===== src/friction_field_sampler_assert.svh =====
// Assertion macros shared by the sampler top level.
`ifndef FRICTION_FIELD_SAMPLER_ASSERT_SVH
`define FRICTION_FIELD_SAMPLER_ASSERT_SVH

// Consequent checked in the cycle after the antecedent.
`define FFS_ASSERT_NEXT(label, ante, cons) \
	label: assert property (@(posedge clk) disable iff (!arst_n) (ante) |=> (cons)) \
		else $error("ffs: next-cycle check failed");

// Consequent checked in the same cycle as the antecedent.
`define FFS_ASSERT_NOW(label, ante, cons) \
	label: assert property (@(posedge clk) disable iff (!arst_n) (ante) |-> (cons)) \
		else $error("ffs: same-cycle check failed");

`endif


===== src/ffs_pkg.sv =====
package ffs_pkg;

	localparam int MAX_GRID_WIDTH  = 256;
	localparam int MAX_GRID_HEIGHT = 256;
	localparam int MAX_SPILLS      = 16;
	localparam int GRID_DEPTH      = MAX_GRID_WIDTH * MAX_GRID_HEIGHT;
	localparam int GRID_AW         = $clog2(GRID_DEPTH);
	localparam int SP_IW           = (MAX_SPILLS > 1) ? $clog2(MAX_SPILLS) : 1;
	localparam int CFG_IW          = 3;
	localparam int CFG_DW          = 32;

	localparam logic [16:0] ONE_Q14  = 17'd16384;
	localparam logic [4:0]  SQRT_LAST = 5'd31;
	localparam logic [4:0]  DIV_LAST  = 5'd15;

	typedef enum logic [1:0] {
		CMD_LOAD,
		CMD_ADD,
		CMD_REMOVE,
		CMD_SAMPLE
	} cmd_t;

	typedef enum logic [CFG_IW-1:0] {
		REG_GRID_WIDTH,
		REG_GRID_HEIGHT,
		REG_ORIGIN_X,
		REG_ORIGIN_Y,
		REG_CELLS_PER_UNIT,
		REG_MIN_FACTOR,
		REG_FIELD_ENABLED
	} cfg_reg_t;

	typedef enum logic [4:0] {
		OP_NONE,
		OP_CAPTURE,
		OP_GRID_WR,
		OP_SPILL_ADD,
		OP_SPILL_DEL,
		OP_SETUP,
		OP_RX_MUL,
		OP_RX_CHK,
		OP_RY_MUL,
		OP_RY_CHK,
		OP_CELL_SEL,
		OP_WT_MUL,
		OP_CELL_MUL,
		OP_ACC,
		OP_RASTER,
		OP_SP_DIFF,
		OP_SP_MX,
		OP_SP_MY,
		OP_SP_MR,
		OP_SP_CORE,
		OP_SQRT_INIT,
		OP_SQRT,
		OP_NUM,
		OP_DIV,
		OP_MIX_MUL,
		OP_MIX,
		OP_SP_NEXT,
		OP_FINAL
	} dp_op_t;

	typedef enum logic [4:0] {
		ST_IDLE,
		ST_DECODE,
		ST_RX_MUL,
		ST_RX_CHK,
		ST_RY_MUL,
		ST_RY_CHK,
		ST_CELL_SEL,
		ST_WT_MUL,
		ST_CELL_MUL,
		ST_ACC,
		ST_RASTER,
		ST_SP_DIFF,
		ST_SP_CHK,
		ST_SP_MY,
		ST_SP_MR,
		ST_SP_CMP,
		ST_SQRT,
		ST_NUM,
		ST_DIV,
		ST_MIX_MUL,
		ST_MIX,
		ST_SP_NEXT,
		ST_FINAL,
		ST_DONE
	} state_t;

	typedef struct packed {
		dp_op_t op;
	} dp_cmd_t;

	typedef struct packed {
		cmd_t cmd;
		logic raster_skip;
		logic cell_last;
		logic sp_skip;
		logic sp_far;
		logic sp_core;
		logic sp_last;
		logic sqrt_last;
		logic div_last;
	} dp_stat_t;

endpackage


===== src/ffs_ctrl.sv =====
module ffs_ctrl (
	input  logic               clk,
	input  logic               arst_n,
	input  logic               start,
	input  ffs_pkg::dp_stat_t  stat,
	output ffs_pkg::dp_cmd_t   cmd,
	output logic               busy,
	output logic               done
);
	import ffs_pkg::*;

	state_t state_q, state_d;

	always_ff @(posedge clk or negedge arst_n) begin
		if (!arst_n) begin
			state_q <= ST_IDLE;
		end else begin
			state_q <= state_d;
		end
	end

	always_comb begin
		state_d = state_q;
		cmd.op  = OP_NONE;
		busy    = 1'b1;
		done    = 1'b0;
		unique case (state_q)
			ST_IDLE: begin
				busy = 1'b0;
				if (start) begin
					cmd.op  = OP_CAPTURE;
					state_d = ST_DECODE;
				end
			end
			ST_DECODE: begin
				unique case (stat.cmd)
					CMD_LOAD: begin
						cmd.op  = OP_GRID_WR;
						state_d = ST_DONE;
					end
					CMD_ADD: begin
						cmd.op  = OP_SPILL_ADD;
						state_d = ST_DONE;
					end
					CMD_REMOVE: begin
						cmd.op  = OP_SPILL_DEL;
						state_d = ST_DONE;
					end
					default: begin
						cmd.op  = OP_SETUP;
						state_d = ST_RX_MUL;
					end
				endcase
			end
			ST_RX_MUL: begin
				cmd.op  = OP_RX_MUL;
				state_d = ST_RX_CHK;
			end
			ST_RX_CHK: begin
				cmd.op  = OP_RX_CHK;
				state_d = ST_RY_MUL;
			end
			ST_RY_MUL: begin
				cmd.op  = OP_RY_MUL;
				state_d = ST_RY_CHK;
			end
			ST_RY_CHK: begin
				cmd.op  = OP_RY_CHK;
				state_d = ST_CELL_SEL;
			end
			ST_CELL_SEL: begin
				cmd.op  = OP_CELL_SEL;
				state_d = stat.raster_skip ? ST_SP_DIFF : ST_WT_MUL;
			end
			ST_WT_MUL: begin
				cmd.op  = OP_WT_MUL;
				state_d = ST_CELL_MUL;
			end
			ST_CELL_MUL: begin
				cmd.op  = OP_CELL_MUL;
				state_d = ST_ACC;
			end
			ST_ACC: begin
				cmd.op  = OP_ACC;
				state_d = stat.cell_last ? ST_RASTER : ST_WT_MUL;
			end
			ST_RASTER: begin
				cmd.op  = OP_RASTER;
				state_d = ST_SP_DIFF;
			end
			ST_SP_DIFF: begin
				cmd.op  = OP_SP_DIFF;
				state_d = ST_SP_CHK;
			end
			ST_SP_CHK: begin
				if (stat.sp_skip) begin
					state_d = ST_SP_NEXT;
				end else begin
					cmd.op  = OP_SP_MX;
					state_d = ST_SP_MY;
				end
			end
			ST_SP_MY: begin
				cmd.op  = OP_SP_MY;
				state_d = ST_SP_MR;
			end
			ST_SP_MR: begin
				cmd.op  = OP_SP_MR;
				state_d = ST_SP_CMP;
			end
			ST_SP_CMP: begin
				if (stat.sp_far) begin
					state_d = ST_SP_NEXT;
				end else if (stat.sp_core) begin
					cmd.op  = OP_SP_CORE;
					state_d = ST_SP_NEXT;
				end else begin
					cmd.op  = OP_SQRT_INIT;
					state_d = ST_SQRT;
				end
			end
			ST_SQRT: begin
				cmd.op  = OP_SQRT;
				state_d = stat.sqrt_last ? ST_NUM : ST_SQRT;
			end
			ST_NUM: begin
				cmd.op  = OP_NUM;
				state_d = ST_DIV;
			end
			ST_DIV: begin
				cmd.op  = OP_DIV;
				state_d = stat.div_last ? ST_MIX_MUL : ST_DIV;
			end
			ST_MIX_MUL: begin
				cmd.op  = OP_MIX_MUL;
				state_d = ST_MIX;
			end
			ST_MIX: begin
				cmd.op  = OP_MIX;
				state_d = ST_SP_NEXT;
			end
			ST_SP_NEXT: begin
				cmd.op  = OP_SP_NEXT;
				state_d = stat.sp_last ? ST_FINAL : ST_SP_DIFF;
			end
			ST_FINAL: begin
				cmd.op  = OP_FINAL;
				state_d = ST_DONE;
			end
			ST_DONE: begin
				done    = 1'b1;
				state_d = ST_IDLE;
			end
			default: begin
				state_d = ST_IDLE;
			end
		endcase
	end

endmodule


===== config.mk =====
export PLATFORM = sky130hd
export DESIGN_NAME = ffs_ctrl
export DESIGN_NICKNAME = d
export VERILOG_FILES = /design/src/friction_field_sampler_assert.svh /design/src/ffs_pkg.sv /design/src/ffs_ctrl.sv
export SDC_FILE = /design/constraint.sdc
export NUM_CORES = 1
export LEC_CHECK = 0
export BUFFER_PORTS_ARGS = -buffer_cell sky130_fd_sc_hd__buf_2
export CAP_MARGIN = 25
export CORE_MARGIN = 2
export CORE_UTILIZATION = 40
export DETAILED_ROUTE_END_ITERATION = 8
export SLEW_MARGIN = 20
export SYNTH_ARGS = -nofsm -noshare
export SYNTH_HDL_FRONTEND = slang
export SYNTH_SLANG_ARGS = --single-unit

===== constraint.sdc =====
create_clock -name clk -period 2.25 [get_ports clk]
set_clock_uncertainty 0.05 [all_clocks]
set_input_delay 0.45 -clock clk [delete_from_list [all_inputs] [get_ports clk]]
set_output_delay 0.45 -clock clk [all_outputs]
set_load 0.1 [all_outputs]

==> Word level (Yosys, flattened, before mapping) <==
Index checks and enable logic that the tools add are counted.
{ "word_totals": {"reg_bits": 5, "inputBits": 13, "wordCells": 49} }
{ "op_classes": {"n_eq_ne": 26, "muxes": 19, "reduce_logical": 3} }
{ "op_table": {"columns": ["cell", "count"], "rows": [
  ["one-hot mux 5 bit (23 select lines)", 2],
  ["== test 5 x 4 -> 1 bit, second input constant", 8],
  ["== test 5 bit, second input constant", 8],
  ["2-to-1 mux 5 bit", 6],
  ["== test 5 x 3 -> 1 bit, second input constant", 4],
  ["== test 5 x 2 -> 1 bit, second input constant", 2],
  ["2-to-1 mux 3 bit", 3],
  ["one-hot mux 3 bit (3 select lines)", 1],
  ["2-to-1 mux 4 bit", 2],
  ["== test 5 x 1 -> 1 bit, second input constant", 1],
  ["zero test 5 bit", 1],
  ["2-to-1 mux 1 bit", 5],
  ["OR reduction 3 bit", 1],
  ["== test 2 x 1 -> 1 bit, second input constant", 1],
  ["== test 2 bit, second input constant", 1],
  ["zero test 2 bit", 1],
  ["!= test 2 bit, second input constant", 1]
]} }

==> Longest topological paths before layout <==
{ "depth": {"depth_word": 4, "ltp_mapped": 6, "mapped_depth_nobuf": 4} }

==> Worst setup path before layout <==
Ideal clock, no wire load.
{ "synth_timing": {"path_kind": "register -> output", "start": "reg state_q[1]", "end": "out cmd[3] (netlist bit)", "t_arrival_ps": 2298, "required_time_ps": 1750, "path_slack_ps": -548, "path_stages_with_launch": 6, "n_path_buf": 2, "cell_sequence": "dfrtp_1 > buf_6 > and2_4 > buf_6 > mux2i_1 > o22ai_1"} }
{ "synth_lines": {"columns": ["element", "line", "text"], "rows": [
  ["start: declaration", "ffs_ctrl.sv:12", "state_t state_q, state_d;"],
  ["start signal: assignment", "ffs_ctrl.sv:18", "state_q <= state_d;"],
  ["end: declaration", "ffs_ctrl.sv:6", "output ffs_pkg::dp_cmd_t cmd,"]
]} }

==> impl_metrics.env <==
export IMPL_whs_ns=0.433
export IMPL_fin_crit_ns=2.20
export IMPL_ys_ff_latch=5
export IMPL_cts_tree="done"
export IMPL_seq_area_um2=130
export IMPL_biggestRegsByFlops="state_q (5)"
export IMPL_overflow=0
export IMPL_syn_area_um2=751
export IMPL_cts_max_level=1
export IMPL_setup_ws_ns=0.0481
export IMPL_status="complete, no violations"
export IMPL_initial_core_util_pct=43.0
export IMPL_cp_data_arrival_time_ns=1.70
export IMPL_final_common_cell="buf_2"
export IMPL_synth_nets=106
export IMPL_post_place_ws_ns=0.210
export IMPL_syn2layout_area_growth_pct=37.8
export IMPL_wirelength_um=2090
export IMPL_grt_pass1_vias=733
export IMPL_io_pins=20
export IMPL_async_flop_share_pct=100
export IMPL_finalHoldViolCount=0
export IMPL_grt_pass1_wl_um=3400
export IMPL_syn_inst=93
export IMPL_cp_start_kind="flop"
export IMPL_drive_gt1_share_pct=39.3
export IMPL_die_x_um=47.3
export IMPL_synth_distinct_cells=44
export IMPL_die_area_um2=2240
export IMPL_holdCritPathClass="input pin to flop"
export IMPL_nFillCells=159
export IMPL_viasPerCell=5.63
export IMPL_port_buffer_count=19
export IMPL_diodes=0
export IMPL_cts_buffers=3
export IMPL_dieHeight_um=47.3
export IMPL_grt_max_degree=15
export IMPL_slew_violations=0
export IMPL_yosysSeqAreaShare_pct=16.7
export IMPL_synth_edf_count=0
export IMPL_crit_required_ns=1.75
export IMPL_avgSynthCellArea_um2=8.07
export IMPL_multi_input_area_um2=551
export IMPL_fin_crit_sh_pct=97.9
export IMPL_setup_violations=0
export IMPL_end_kind="output pin"
export IMPL_core_area_um2=1750
export IMPL_layout_nets=131
export IMPL_cts_sinks=5
export IMPL_place_gp_congestion=0.902
export IMPL_dpl_hpwl_um=1590
export IMPL_synth_ff_type="dfrtp_1"
export IMPL_ant_nets=0
export IMPL_worstSkewPairLatency_ns=0.25
export IMPL_largest_reg_flops=5
export IMPL_wire_per_inst_um=14.7
export IMPL_vias=799
export IMPL_relSlewSlack_pct=77.8
export IMPL_drv_cap=0
export IMPL_largest_register="state_q"
export IMPL_grt_usage_pct=21.2
export IMPL_antenna_found_initial=0
export IMPL_clkTransAtPathRegs_ns=0.05
export IMPL_cts_path_max_buffers=2
export IMPL_worstMarginPinSlew_ns=0.333
export IMPL_ys_warn_count=0
export IMPL_num_rows=15
export IMPL_root_buffer="clkbuf_4"
export IMPL_layout_common_cells="12 x buf_2, 10 x buf_4, 7 x buf_12"
export IMPL_drt_pre_antenna_iters=4
export IMPL_fmax_ghz=0.454
export IMPL_worst_setup_path_type="flop to output pin"
export IMPL_cts_setup_buffers=0
export IMPL_crit_fanout=9
export IMPL_drc=0
export IMPL_rsz0062_at_grt="yes"
export IMPL_drt_iter0_markers=26
kinds of logic after synthesis:
kind of cell	synth area share (%)
buf+inv	13.7
simple gates	31.7
mux	2.67
flops	16.7
compound gates	34.2
xor+xnor	1.17
synthesized netlist by cell type (all sizes together) (2+ instances only):
| cell type | number | area, µm² |
|---|---|---|
| buf | 10 | 91.3 |
| nand2 | 7 | 28.8 |
| a21oi | 5 | 25.0 |
| dfrtp | 5 | 125 |
| nor2 | 5 | 18.8 |
| nand3b | 4 | 30.0 |
| nor2b | 4 | 25.0 |
| a211o | 3 | 26.3 |
| a21o | 3 | 22.5 |
| and2b | 3 | 22.5 |
| inv | 3 | 11.3 |
| nand2b | 3 | 18.8 |
| nor3b | 3 | 27.5 |
| o21ai | 3 | 15.0 |
| a2111oi | 2 | 18.8 |
| a211oi | 2 | 15.0 |
| and2 | 2 | 15.0 |
| mux2i | 2 | 20.0 |
| nor3 | 2 | 10.0 |
| nor4 | 2 | 12.5 |
| o211ai | 2 | 20.0 |
| o21bai | 2 | 15.0 |
| o311ai | 2 | 17.5 |
| or2 | 2 | 12.5 |
critical path, cell delays in order (launching register included):
cell      delay (ns)
dfrtp_2         0.45
and2_4          0.24
nor3b_4         0.25
nand3b_1        0.13
o211ai_1        0.16
buf_12          0.21
path summary, 6_finish.rpt:
check                                       start                     end  slack [ns]  cells after the start
setup / recovery           state_q[1]$_DFFE_PN0P_                  cmd[0]        0.05                      5
hold / removal                              start  state_q[0]$_DFFE_PN0P_        0.43                      3
setup reg to reg           state_q[4]$_DFFE_PN0P_  state_q[0]$_DFFE_PN0P_        0.53                      5
hold reg to reg            state_q[3]$_DFFE_PN0P_  state_q[1]$_DFFE_PN0P_        0.74                      2
max in group asynchronous                  arst_n  state_q[2]$_DFFE_PN0P_        1.50                      2
min in group asynchronous                  arst_n  state_q[1]$_DFFE_PN0P_        0.50                      2
through the flow:
stage               utilization, %  instances  setup TNS (ns)  instance area [µm²]
floorplan                        -         93          -0.621                  766
global placement              56.2        137               0                  981
detailed placement            56.2        137               0                  981
CTS                           58.6        142               0                 1020
global route                  59.3        142         -0.0646                 1030
finish                        59.3        142               0                 1030
layer usage:
layer / wire [µm] / global-route usage [%]
met5: 0 / 0
met4: 19 / 6.67
met3: 75 / 1.15
met2: 974 / 32.7
met1: 1020 / 31.3
what timing repair did:
item                                    4_1_cts  5_1_grt
hold buffers                                  1        0
endpoints found under the setup margin        3        4
endpoints found under the hold margin         5        0
resized for setup                             4        3
area by class of cell:
type / instances / area share [%]
inverters: 3 / 1.09
well taps: 25 / 3.02
multi-input cells: 75 / 53.2
clock buffers: 4 / 2.54
flip-flops and latches: 5 / 12.6
repair buffers: 30 / 27.6
Power is not shown: default switching activity piles up to over one toggle a cycle in this logic, so the estimate is an artifact.
